## src/hw/rtl/b64e_pkg.sv

```systemverilog
// b64e_pkg: shared types, constants and the alphabet lookup for the base64 encoder
// no dependencies; compiled first
package b64e_pkg;

  localparam logic [7:0] PadChar  = 8'h3D;
  localparam logic [5:0] SixMask  = 6'h3F;
  localparam logic [7:0] PlusChar = 8'h2B;
  localparam logic [7:0] SlashChar = 8'h2F;

  // number of '=' characters that close a group
  localparam logic [1:0] PadNone = 2'd0;
  localparam logic [1:0] PadOne  = 2'd1;
  localparam logic [1:0] PadTwo  = 2'd2;

  // bytes held in the front end
  localparam logic [1:0] HeldNone = 2'd0;
  localparam logic [1:0] HeldOne  = 2'd1;
  localparam logic [1:0] HeldTwo  = 2'd2;

  // character positions within a group
  localparam logic [1:0] CharFirst  = 2'd0;
  localparam logic [1:0] CharSecond = 2'd1;
  localparam logic [1:0] CharThird  = 2'd2;
  localparam logic [1:0] CharFourth = 2'd3;

  // one complete group handed from front to back
  typedef struct packed {
    logic [23:0] bits;
    logic [1:0]  pad;
    logic        last;
  } group_t;

  function automatic logic [7:0] sextet_char(input logic [5:0] idx);
    logic [7:0] ch;
    if (idx < 6'd26) begin
      ch = 8'(8'd65 + {2'b00, idx});
    end else if (idx < 6'd52) begin
      ch = 8'(8'd71 + {2'b00, idx});
    end else if (idx < 6'd62) begin
      ch = 8'({2'b00, idx} - 8'd4);
    end else if (idx == 6'd62) begin
      ch = PlusChar;
    end else begin
      ch = SlashChar;
    end
    return ch;
  endfunction

endpackage

```

## src/hw/rtl/b64e_if.sv

```systemverilog
// b64e_if: valid/ready stream interfaces for the byte and character channels
// no dependencies
interface b64e_byte_if;
  logic       valid;
  logic       ready;
  logic [7:0] data_byte;
  logic       last_byte;

  modport source (output valid, output data_byte, output last_byte, input ready);
  modport sink   (input valid, input data_byte, input last_byte, output ready);
endinterface

interface b64e_char_if;
  logic       valid;
  logic       ready;
  logic [7:0] out_char;
  logic       last_char;

  modport source (output valid, output out_char, output last_char, input ready);
  modport sink   (input valid, input out_char, input last_char, output ready);
endinterface

```

## src/hw/rtl/b64e_front.sv

```systemverilog
// b64e_front: collects bytes into groups of three and pushes finished groups
// depends on b64e_pkg and b64e_byte_if
module b64e_front
  import b64e_pkg::*;
(
  input  logic   clk,
  input  logic   rst_n,
  b64e_byte_if.sink in_stream,
  output logic   push_valid,
  output group_t push_data,
  input  logic   push_ready
);

  logic [1:0] count_r, count_nxt;
  logic [7:0] first_r, first_nxt;
  logic [7:0] second_r, second_nxt;
  logic       take;

  assign in_stream.ready = push_ready;
  assign take = in_stream.valid && push_ready;

  always_comb begin
    count_nxt  = count_r;
    first_nxt  = first_r;
    second_nxt = second_r;
    push_valid = 1'b0;
    push_data  = '{bits: 24'd0, pad: PadNone, last: 1'b0};
    unique case (count_r)
      HeldNone: begin
        if (in_stream.last_byte) begin
          push_valid = take;
          push_data  = '{bits: {in_stream.data_byte, 16'd0}, pad: PadTwo, last: 1'b1};
          count_nxt  = take ? HeldNone : count_r;
        end else if (take) begin
          first_nxt = in_stream.data_byte;
          count_nxt = HeldOne;
        end
      end
      HeldOne: begin
        if (in_stream.last_byte) begin
          push_valid = take;
          push_data  = '{bits: {first_r, in_stream.data_byte, 8'd0}, pad: PadOne,
                         last: 1'b1};
          count_nxt  = take ? HeldNone : count_r;
        end else if (take) begin
          second_nxt = in_stream.data_byte;
          count_nxt  = HeldTwo;
        end
      end
      default: begin
        // two bytes held; a count of three cannot arise, it acts the same
        push_valid = take;
        push_data  = '{bits: {first_r, second_r, in_stream.data_byte}, pad: PadNone,
                       last: in_stream.last_byte};
        count_nxt  = take ? HeldNone : count_r;
      end
    endcase
  end

  always_ff @(posedge clk) begin
    if (!rst_n) begin
      count_r <= HeldNone;
    end else begin
      count_r <= count_nxt;
    end
    first_r  <= first_nxt;
    second_r <= second_nxt;
  end

endmodule

```

## src/hw/rtl/b64e_fifo.sv

```systemverilog
// b64e_fifo: short queue of finished groups between front and back
// depends on b64e_pkg
module b64e_fifo
  import b64e_pkg::*;
#(
  parameter int DEPTH = 2
) (
  input  logic   clk,
  input  logic   rst_n,
  input  logic   push_valid,
  input  group_t push_data,
  output logic   push_ready,
  output logic   pop_valid,
  output group_t pop_data,
  input  logic   pop_ready
);

  localparam int AW = (DEPTH > 1) ? $clog2(DEPTH) : 1;
  localparam int CW = $clog2(DEPTH + 1);
  localparam logic [AW-1:0] LastSlot = AW'(DEPTH - 1);
  localparam logic [CW-1:0] Full = CW'(DEPTH);

  group_t        slot_r [DEPTH];
  logic [AW-1:0] wr_r, wr_nxt;
  logic [AW-1:0] rd_r, rd_nxt;
  logic [CW-1:0] fill_r, fill_nxt;
  logic          do_push, do_pop;

  assign push_ready = (fill_r != Full);
  assign pop_valid  = (fill_r != '0);
  assign pop_data   = slot_r[rd_r];
  assign do_push    = push_valid && push_ready;
  assign do_pop     = pop_valid && pop_ready;

  always_comb begin
    wr_nxt   = wr_r;
    rd_nxt   = rd_r;
    fill_nxt = fill_r;
    if (do_push) begin
      wr_nxt = (wr_r == LastSlot) ? '0 : AW'(wr_r + 1'b1);
    end
    if (do_pop) begin
      rd_nxt = (rd_r == LastSlot) ? '0 : AW'(rd_r + 1'b1);
    end
    if (do_push && !do_pop) begin
      fill_nxt = CW'(fill_r + 1'b1);
    end else if (do_pop && !do_push) begin
      fill_nxt = CW'(fill_r - 1'b1);
    end
  end

  always_ff @(posedge clk) begin
    if (!rst_n) begin
      wr_r   <= '0;
      rd_r   <= '0;
      fill_r <= '0;
    end else begin
      wr_r   <= wr_nxt;
      rd_r   <= rd_nxt;
      fill_r <= fill_nxt;
    end
    if (do_push) begin
      slot_r[wr_r] <= push_data;
    end
  end

endmodule

```

## src/hw/rtl/b64e_back.sv

```systemverilog
// b64e_back: turns a queued group into four characters, one per cycle while not stalled
// depends on b64e_pkg and b64e_char_if
module b64e_back
  import b64e_pkg::*;
(
  input  logic   clk,
  input  logic   rst_n,
  input  logic   pop_valid,
  input  group_t pop_data,
  output logic   pop_ready,
  b64e_char_if.source out_stream
);

  group_t     grp_r, grp_nxt;
  logic       busy_r, busy_nxt;
  logic [1:0] idx_r, idx_nxt;
  logic       out_valid_r, out_valid_nxt;
  logic [7:0] out_char_r, out_char_nxt;
  logic       out_last_r, out_last_nxt;
  logic       adv;
  logic [5:0] sextet;
  logic       is_pad;

  assign adv       = busy_r && (!out_valid_r || out_stream.ready);
  // take the next group while the fourth character goes out, so no bubble
  assign pop_ready = !busy_r || (adv && idx_r == CharFourth);

  always_comb begin
    unique case (idx_r)
      CharFirst:  sextet = grp_r.bits[23:18];
      CharSecond: sextet = grp_r.bits[17:12];
      CharThird:  sextet = grp_r.bits[11:6];
      default:    sextet = grp_r.bits[5:0];
    endcase
    is_pad = ((idx_r == CharFourth) && (grp_r.pad != PadNone)) ||
             ((idx_r == CharThird) && (grp_r.pad == PadTwo));
  end

  always_comb begin
    grp_nxt       = grp_r;
    busy_nxt      = busy_r;
    idx_nxt       = idx_r;
    out_valid_nxt = out_valid_r;
    out_char_nxt  = out_char_r;
    out_last_nxt  = out_last_r;
    if (adv) begin
      out_valid_nxt = 1'b1;
      out_char_nxt  = is_pad ? PadChar : sextet_char(sextet & SixMask);
      out_last_nxt  = grp_r.last && (idx_r == CharFourth);
      idx_nxt       = 2'(idx_r + 1'b1);
      if (idx_r == CharFourth) begin
        busy_nxt = 1'b0;
      end
    end else if (out_stream.ready) begin
      out_valid_nxt = 1'b0;
    end
    if (pop_valid && pop_ready) begin
      grp_nxt  = pop_data;
      busy_nxt = 1'b1;
      idx_nxt  = CharFirst;
    end
  end

  always_ff @(posedge clk) begin
    if (!rst_n) begin
      busy_r      <= 1'b0;
      idx_r       <= CharFirst;
      out_valid_r <= 1'b0;
    end else begin
      busy_r      <= busy_nxt;
      idx_r       <= idx_nxt;
      out_valid_r <= out_valid_nxt;
    end
    grp_r      <= grp_nxt;
    out_char_r <= out_char_nxt;
    out_last_r <= out_last_nxt;
  end

  assign out_stream.valid     = out_valid_r;
  assign out_stream.out_char  = out_char_r;
  assign out_stream.last_char = out_last_r;

endmodule

```

## src/hw/rtl/base64_stream_encoder_unit.sv

```systemverilog
// base64_stream_encoder_unit: top level of the streaming base64 encoder
// depends on b64e_pkg, b64e_if, b64e_front, b64e_fifo and b64e_back
//
//   channel     dir  payload                 transfer
//   in_stream   in   data_byte, last_byte    valid && ready
//   out_stream  out  out_char, last_char     valid && ready
//
// a byte is taken every cycle while the group queue has room
// the character generator emits one character per cycle while the output is
// not stalled, four per group; a closed group is registered in the queue slot
// and the group register, its first character then in the output register
// synchronous active-low reset clears counts, queue and output valid
// a stalled output fills the queue, after which in_stream.ready drops
module base64_stream_encoder_unit
  import b64e_pkg::*;
#(
  parameter int DEPTH = 2
) (
  input  logic clk,
  input  logic rst_n,
  b64e_byte_if.sink   in_stream,
  b64e_char_if.source out_stream
);

  logic   push_valid, push_ready;
  group_t push_data;
  logic   pop_valid, pop_ready;
  group_t pop_data;

  b64e_front u_front (
    .clk        (clk),
    .rst_n      (rst_n),
    .in_stream  (in_stream),
    .push_valid (push_valid),
    .push_data  (push_data),
    .push_ready (push_ready)
  );

  b64e_fifo #(.DEPTH(DEPTH)) u_fifo (
    .clk        (clk),
    .rst_n      (rst_n),
    .push_valid (push_valid),
    .push_data  (push_data),
    .push_ready (push_ready),
    .pop_valid  (pop_valid),
    .pop_data   (pop_data),
    .pop_ready  (pop_ready)
  );

  b64e_back u_back (
    .clk        (clk),
    .rst_n      (rst_n),
    .pop_valid  (pop_valid),
    .pop_data   (pop_data),
    .pop_ready  (pop_ready),
    .out_stream (out_stream)
  );

endmodule

```

## src/flat_wrapper.sv

```systemverilog
// flat-port wrapper written by rule: the top's interface ports become plain ports
module base64_stream_encoder_unit_flat import b64e_pkg::*;
#(
  parameter int DEPTH = 2
)
  (clk, rst_n, in_stream_valid, in_stream_data_byte, in_stream_last_byte, in_stream_ready, out_stream_valid, out_stream_out_char, out_stream_last_char, out_stream_ready);
  b64e_byte_if in_stream_i ();
  b64e_char_if out_stream_i ();
  input  logic clk;
  input  logic rst_n;
  input wire logic [$bits(in_stream_i.valid)-1:0] in_stream_valid;
  input wire logic [$bits(in_stream_i.data_byte)-1:0] in_stream_data_byte;
  input wire logic [$bits(in_stream_i.last_byte)-1:0] in_stream_last_byte;
  output wire logic [$bits(in_stream_i.ready)-1:0] in_stream_ready;
  output wire logic [$bits(out_stream_i.valid)-1:0] out_stream_valid;
  output wire logic [$bits(out_stream_i.out_char)-1:0] out_stream_out_char;
  output wire logic [$bits(out_stream_i.last_char)-1:0] out_stream_last_char;
  input wire logic [$bits(out_stream_i.ready)-1:0] out_stream_ready;
  assign in_stream_i.valid = in_stream_valid;
  assign in_stream_i.data_byte = in_stream_data_byte;
  assign in_stream_i.last_byte = in_stream_last_byte;
  assign in_stream_ready = in_stream_i.ready;
  assign out_stream_valid = out_stream_i.valid;
  assign out_stream_out_char = out_stream_i.out_char;
  assign out_stream_last_char = out_stream_i.last_char;
  assign out_stream_i.ready = out_stream_ready;
  base64_stream_encoder_unit #(.DEPTH(DEPTH)) u_core (.clk(clk), .rst_n(rst_n), .in_stream(in_stream_i), .out_stream(out_stream_i));
endmodule
```

## config.mk

```make
export PLATFORM = sky130hd
export DESIGN_NAME = base64_stream_encoder_unit_flat
export DESIGN_NICKNAME = d
export VERILOG_FILES = /design/src/hw/rtl/b64e_pkg.sv /design/src/hw/rtl/b64e_if.sv /design/src/hw/rtl/b64e_front.sv /design/src/hw/rtl/b64e_fifo.sv /design/src/hw/rtl/b64e_back.sv /design/src/hw/rtl/base64_stream_encoder_unit.sv /design/src/flat_wrapper.sv
export SDC_FILE = /design/constraint.sdc
export NUM_CORES = 1
export LEC_CHECK = 0
export ABC_AREA = 1
export BUFFER_PORTS_ARGS = -buffer_cell sky130_fd_sc_hd__buf_2
export CAP_MARGIN = 0
export CORE_ASPECT_RATIO = 1.2
export CORE_MARGIN = 2
export CORE_UTILIZATION = 65
export CTS_BUF_LIST = sky130_fd_sc_hd__clkbuf_16
export CTS_CLUSTER_SIZE = 40
export DETAILED_ROUTE_END_ITERATION = 12
export PLACE_DENSITY = 0.87
export SLEW_MARGIN = 20
export SYNTH_ARGS = -nofsm -noshare
export SYNTH_HDL_FRONTEND = slang
export SYNTH_SLANG_ARGS = --single-unit
```

## constraint.sdc

```tcl
create_clock -name clk -period 9.2 [get_ports clk]
set_input_delay 1.84 -clock clk [delete_from_list [all_inputs] [get_ports clk]]
set_output_delay 1.84 -clock clk [all_outputs]
set_load 0.03 [all_outputs]
```

==> results of run 1 <==
[per-stage QoR]
step,cell area (um^2),worst slack (ps),utilization
5_1_grt,5690,5680,0.782
3_5_place_dp,5110,5640,0.702
6_report,5690,5920,0.782
3_3_place_gp,5110,5700,0.702
4_1_cts,5680,5940,0.780
2_1_floorplan,4880,4630,-
[cell families (layout without fill, tap and decap cells)]
kind of cell,Yosys count,in the layout,synth area share
other cells,1,1,0.000768
xor+xnor,1,1,0.00179
fa+ha+maj,7,7,0.0179
buf+inv,55,105,0.0443
flops,116,116,0.693
compound gates,45,45,0.0587
simple gates,220,220,0.184
[power groups by stage]
stage	logic [mW]	clock network (mW)	registers [mW]
after floorplan	0.386	0	0.815
after global placement	0.530	0	0.775
after detailed placement	0.550	0	0.778
after CTS	0.565	0.625	0.775
after global routing	0.635	0.648	0.784
final	0.568	0.623	0.775
[cell type report]
class                   count  area (um^2)
inverters                  46          174
clock buffers              17          425
multi-input cells         274         1300
well taps                  90          113
clock inverters            15          141
flip-flops and latches    116         3380
repair buffers             27          145
fillers                   384         1590
[critical path, cell delays in order]
cell	delay [ps]
buf_2	70
inv_1	30
nand2_1	110
a21oi_1	120
a21oi_2	130
buf_4	340
inv_1	110
ha_1	340
a21oi_1	120
o21ai_0	120
o21ai_0	180
a21oi_1	60
[flip-flops by register name, indices dropped and copies added, names as in the netlist]
register,flops
u_core.u_fifo.fill_r,2
u_core.u_back.out_stream.valid,1
u_core.u_back.grp_r,27
u_core.u_front.first_r,8
u_core.u_back.idx_r,2
u_core.u_front.count_r,2
u_core.u_fifo.wr_r,1
u_core.u_back.busy_r,1
u_core.u_fifo.rd_r,1
u_core.u_back.out_stream.last_char,1
u_core.u_front.second_r,8
u_core.u_back.out_stream.out_char,8
u_core.u_fifo.slot_r,54
[layout by cell type (no fill, tap or decap), types with 2 or more instances in the layout]
cell type / netlist / layout
nand2_1: 160 / 160
edfxtp_1: 106 / 106
inv_1: 40 / 40
buf_2: 1 / 23
nor2_1: 24 / 22
o21ai_0: 22 / 22
nand3_1: 20 / 20
clkbuf_16: 0 / 17
a21oi_1: 12 / 11
dfxtp_1: 10 / 10
ha_1: 7 / 7
nand2_2: 6 / 6
clkinv_2: 1 / 6
clkinv_1: 2 / 4
nor2_2: 2 / 4
buf_4: 0 / 4
inv_2: 3 / 3
o21ai_2: 3 / 3
clkinv_4: 0 / 3
clkinvlp_4: 0 / 3
a21oi_2: 1 / 2
o21bai_4: 2 / 2
nor3_2: 0 / 2
nand2_4: 2 / 2
or2_2: 2 / 2
bufinv_16: 0 / 2
[per-layer routing]
metal	vias to the layer above	share of wire	GRT usage
met4	0	0.028	0.139
met2	157	0.56	0.441
met5	-	0	0
li1	1556	-	-
met1	1513	0.35	0.257
met3	25	0.062	0.0771
[how the worst min path moves through the flow]
stage                                     endpoint                        start  cells after the start  slack, ps
global route               u_core.u_back.grp_r[16]  u_core.u_fifo.slot_r[0][16]                      2        540
detailed placement  u_core.u_back.out_stream.valid         u_core.u_back.busy_r                      2        480
finish                      u_core.u_back.grp_r[2]   u_core.u_fifo.slot_r[0][2]                      2        510
CTS                         u_core.u_back.grp_r[2]   u_core.u_fifo.slot_r[0][2]                      2        510
global placement    u_core.u_back.out_stream.valid         u_core.u_back.busy_r                      2        460
floorplan           u_core.u_back.out_stream.valid         u_core.u_back.busy_r                      2        450
==> flow_summary.yaml, run 1 <==
clock_tree:
  cts.sinks: 116
  clkLatencyLatePin_ps: 410
  h-tree-depth: 4
  cts_made_buffers: 17
  clk_path_buf_depth: 2
  post_cts_buffers: 0
  root_buffer: "clkbuf_16"
  cts_tree: "yes"
  postCtsHoldBufs: 0
  cts_resized: 0
  clk_pin_slew_worst_paths_ps: 60
power_and_ir_drop:
  p_sw_mw: 0.666
  combinationalPowerShare: 0.289
  p_seq_frac: 0.394
  peakVddDrop_mv: 0.300
  leakagePower_nw: 2.37
  internal-power_mw: 1.30
  p_sw_frac: 0.339
  p_clk_frac: 0.317
  p_per_area_nw_per_um2: 346
  total_power_mw: 1.97
placement:
  place_congestion: 0.859
  hpwl_um: 5360
  port_buffers: 23
  dp.cells: 553
critical_path:
  setup.worst_path.end: "u_core.u_fifo.fill_r[1]"
  rr_startpoint: "u_core.u_front.count_r[1]"
  r2r_slack_ps: 6890
  worstPathArrival_ps: 3570
  reg2reg_to: "u_core.u_fifo.fill_r[1]"
  reg2reg_depth: 9
  startpoint: "out_stream_ready"
  required_ps: 9500
  worstSetupStartpointType: "input pin"
  critPathCaptureType: "flip-flop"
  crit_type: "in2reg"
  crit_fanout: 31
floorplanning:
  die-height_um: 99.0
  core_area_um2: 7270
  ioPinCount: 24
  die_width_um: 83.1
  row_count: 34
  initial_core_util: 0.671
  die_area_um2: 8230
cells_and_area:
  syn2layout_area_growth_pct: 16.4
  drive_gt1_frac: 0.172
  final_cells: 585
  antennaDiodeCount: 0
  nets: 502
flow_run:
  drv_cap: 0
synth:
  synth_enable_flop_cells: 106
  yosysSeqAreaShare: 0.693
  synth_ff_type: "edfxtp_1"
  yosysMostFrequentCell: "nand2_1"
  syn_inst: 445
  synth.distinct_cells: 33
  ys_warn_count: 0
  synth.area.top_cells: "edfxtp_1 65%, nand2_1 12%, dfxtp_1 4.1%, inv_1 3.1%, o21ai_0 2.3%"
  synthTopCellsByCount: "160 x nand2_1, 106 x edfxtp_1, 40 x inv_1"
  synth_area_um2: 4880
  ys_ff_latch: 116
  yosysTopAreaCell: "edfxtp_1"
  syn_nets: 465
  async_reset_ff_frac: 0
  yosys.area.top_type_share: 0.652
  avgSynthCellArea_um2: 11.0
grt:
  grt_max_degree: 32
  grt_usage: 0.247
  grt_pass1_wl_um: 15000
  grt_pass1_vias: 3135
  antenna_found_initial: 0
  overflow: 0
sta:
  fmax_mhz: 305
  tightestPinTransition_ps: 739
  fin_crit_ps: 3280
  skew_ps: 15.2
  whs_ps: 514
  finalCritPeriodShare: 0.356
  maxSlewHeadroom: 0.504
  finalMaxSlewViolations: 0
  tns_ps: 0
  grt_setup_unrepaired: "no"
  hold_viol_final: 0
  setup_viol: 0
run_status:
  outcome: "complete, no violations"
detailed_routing:
  remaining_drc_errors: 0
  wl_um: 9460
  viasPerCell: 5.56
  first_pass_iters: 5
  ant_nets: 0
  routedWlPerCell_um: 16.2
  dr_total_vias: 3251
  drt_iter0_markers: 285
min_path:
  hp-class: "reg2reg"
Note: power is estimated with default switching activity, not from simulation.
==> run 2: changes to the inputs <==
--- a/config.mk
+++ b/config.mk
@@ -5,16 +5,16 @@
 export SDC_FILE = /design/constraint.sdc
 export NUM_CORES = 1
 export LEC_CHECK = 0
-export ABC_AREA = 1
+export ABC_AREA = 0
 export BUFFER_PORTS_ARGS = -buffer_cell sky130_fd_sc_hd__buf_2
 export CAP_MARGIN = 0
 export CORE_ASPECT_RATIO = 1.2
 export CORE_MARGIN = 2
-export CORE_UTILIZATION = 65
+export CORE_UTILIZATION = 55
 export CTS_BUF_LIST = sky130_fd_sc_hd__clkbuf_16
 export CTS_CLUSTER_SIZE = 40
 export DETAILED_ROUTE_END_ITERATION = 12
-export PLACE_DENSITY = 0.87
+export PLACE_DENSITY = 0.79
 export SLEW_MARGIN = 20
 export SYNTH_ARGS = -nofsm -noshare
 export SYNTH_HDL_FRONTEND = slang
==> constraint.sdc (replaced) <==
create_clock -name clk -period 2.6 [get_ports clk]
set_input_delay 0.52 -clock clk [delete_from_list [all_inputs] [get_ports clk]]
set_output_delay 0.52 -clock clk [all_outputs]
set_load 0.03 [all_outputs]
==> flow_summary.yaml, run 2 <==
clock_tree:
  clkLatencyLatePin_ps: 410
  cts_made_buffers: 17
  clk_path_buf_depth: 2
  cts_resized: 0
  cts.sinks: 116
  post_cts_buffers: 0
  clk_pin_slew_worst_paths_ps: 50
  h-tree-depth: 4
  cts_tree: "yes"
  root_buffer: "clkbuf_16"
  postCtsHoldBufs: 0
critical_path:
  critPathMaxStageDelay_ps: 530
  worstSetupStartpointType: "flip-flop"
  critPathCaptureType: "flip-flop"
  cp_num_buf_inv: 1
  worstPathArrival_ps: 2600
  crit_fanout: 12
  required_ps: 2730
  crit_family: "compound AO/OA/AOI/OAI gates"
  crit_type: "reg2reg"
  cpMaxStageDelayCell: "ha_1"
  worstPathCellList: "ha_1, buf_4, mux2i_1, o21ai_0, a221oi_1, o211ai_1"
synth:
  synth_enable_flop_cells: 106
  syn_nets: 326
  synthXorXnorAreaFrac: 0.00901
  ys_warn_count: 0
  syn_inst: 306
  synth.distinct_cells: 51
  yosys.area.top_type_share: 0.655
  yosysTopAreaCell: "edfxtp_1"
  synthSimpleGateAreaFrac: 0.0507
  yosysSeqAreaShare: 0.696
  synth_top_family_by_area: "compound AO/OA/AOI/OAI gates"
  synth-adder-area-share: 0.0180
  synth.area.top_cells: "edfxtp_1 65%, mux2_2 7.2%, dfxtp_1 4.1%, a22o_1 4.0%, ha_1 1.8%"
  async_reset_ff_frac: 0
  synthTopCellsByCount: "106 x edfxtp_1, 31 x mux2_2, 22 x a22o_1"
  yosysMostFrequentCell: "edfxtp_1"
  ys_ff_latch: 116
  synth-compound-area-share: 0.111
  synth_mux_area_frac: 0.0891
  synth_ff_type: "edfxtp_1"
  avgSynthCellArea_um2: 15.9
  synth_area_um2: 4860
min_path:
  hp-class: "in2reg"
cells_and_area:
  final_cells: 473
  drive_gt1_frac: 0.289
  fin_util: 0.671
  layout_commonest_cell: "edfxtp_1"
  antennaDiodeCount: 0
  largest-register: "u_core.u_fifo.slot_r"
  syn2layout_area_growth_pct: 18.2
  final_cell_mix: "106 x edfxtp_1, 30 x mux2_2, 23 x buf_2, 22 x a22o_1, 17 x clkbuf_16"
  nets: 363
  largest_reg_flops: 54
  reg_top3: "u_core.u_fifo.slot_r: 54 flops, u_core.u_back.grp_r: 27 flops"
grt:
  gr-usage-met1: 0.210
  grt.met2_usage: 0.323
  grt_pass1_vias: 2702
  grtUsageMet3: 0.0801
  grt_usage: 0.195
  antenna_found_initial: 0
  overflow: 0
  grt_pass1_wl_um: 13700
  grt_most_used_layer: "met2"
  grt_max_degree: 29
run_status:
  outcome: "complete, no violations"
detailed_routing:
  viasPerCell: 5.72
  dr_total_vias: 2705
  routedWlPerCell_um: 17.7
  wl_um: 8370
  ant_nets: 0
  first_pass_iters: 5
  drt_iter0_markers: 190
  remaining_drc_errors: 0
sta:
  setup_viol: 0
  fmax_mhz: 404
  fin_crit_ps: 2480
  whs_ps: 339
  tns_ps: 0
  grt_setup_unrepaired: "no"
  hold_viol_final: 0
  maxSlewHeadroom: 0.616
  finalMaxSlewViolations: 0
  tightestPinTransition_ps: 565
  finalCritPeriodShare: 0.953
  skew_ps: 6.81
placement:
  dp.cells: 441
  hpwl_um: 5410
  place_congestion: 0.947
  port_buffers: 23
floorplanning:
  die_width_um: 89.8
  die-height_um: 107
  ioPinCount: 24
  initial_core_util: 0.568
  row_count: 37
  die_area_um2: 9610
  core_area_um2: 8560
power_and_ir_drop:
  p_per_area_nw_per_um2: 1200
  peakVddDrop_mv: 0.607
  leakagePower_nw: 2.10
flow_run:
  drv_cap: 0
[run 2: worst paths after layout]
check | startpoint | to | slack (ps) | cells past startpoint
setup / recovery | u_core.u_back.idx_r[1] | u_core.u_back.out_stream.out_char[4] | 120 | 6
hold / removal | in_stream_data_byte[1] | u_core.u_front.second_r[1] | 340 | 1
setup reg to reg | u_core.u_back.idx_r[1] | u_core.u_back.out_stream.out_char[4] | 120 | 6
hold reg to reg | u_core.u_back.busy_r | u_core.u_back.out_stream.valid | 520 | 2
[run 2: area by class of cell]
cell class / instances / area [um^2]
Sequential cell: 116 / 3380
Fill cell: 540 / 2820
Multi-Input combinational cell: 162 / 1390
Clock buffer: 17 / 425
Timing Repair Buffer: 32 / 183
Clock inverter: 15 / 171
Tap cell: 117 / 146
Inverter: 14 / 52.6
[run 2: logic make-up after synthesis]
kind of cell	count (synthesis)
compound gates	66
mux	38
buf+inv	28
xor+xnor	5
flops	116
simple gates	45
fa+ha+maj	7
other cells	1
[run 2: metrics by stage]
stage / cell area [um^2] / power (mW) / setup slack (ps)
2_1_floorplan: 4870 / 4.09 / 116
3_3_place_gp: 5130 / 4.46 / 254
3_5_place_dp: 5130 / 4.53 / 74.9
4_1_cts: 5730 / 6.88 / 47.1
5_1_grt: 5750 / 7.23 / 4.56
6_report: 5750 / 6.88 / 123
[run 2: layer usage]
layer | routed length (um) | share of wire
met1 | 3260 | 0.39
met2 | 4430 | 0.53
met3 | 394 | 0.047
met4 | 291 | 0.035
met5 | 0 | 0
[run 2: report_power, final]
part / switching (mW) / leakage (nW) / internal [mW]
clock network: 0.755 / 0.301 / 1.57
logic: 1.14 / 0.723 / 0.741
registers: 0.143 / 1.07 / 2.54
total: 2.03 / 2.10 / 4.85
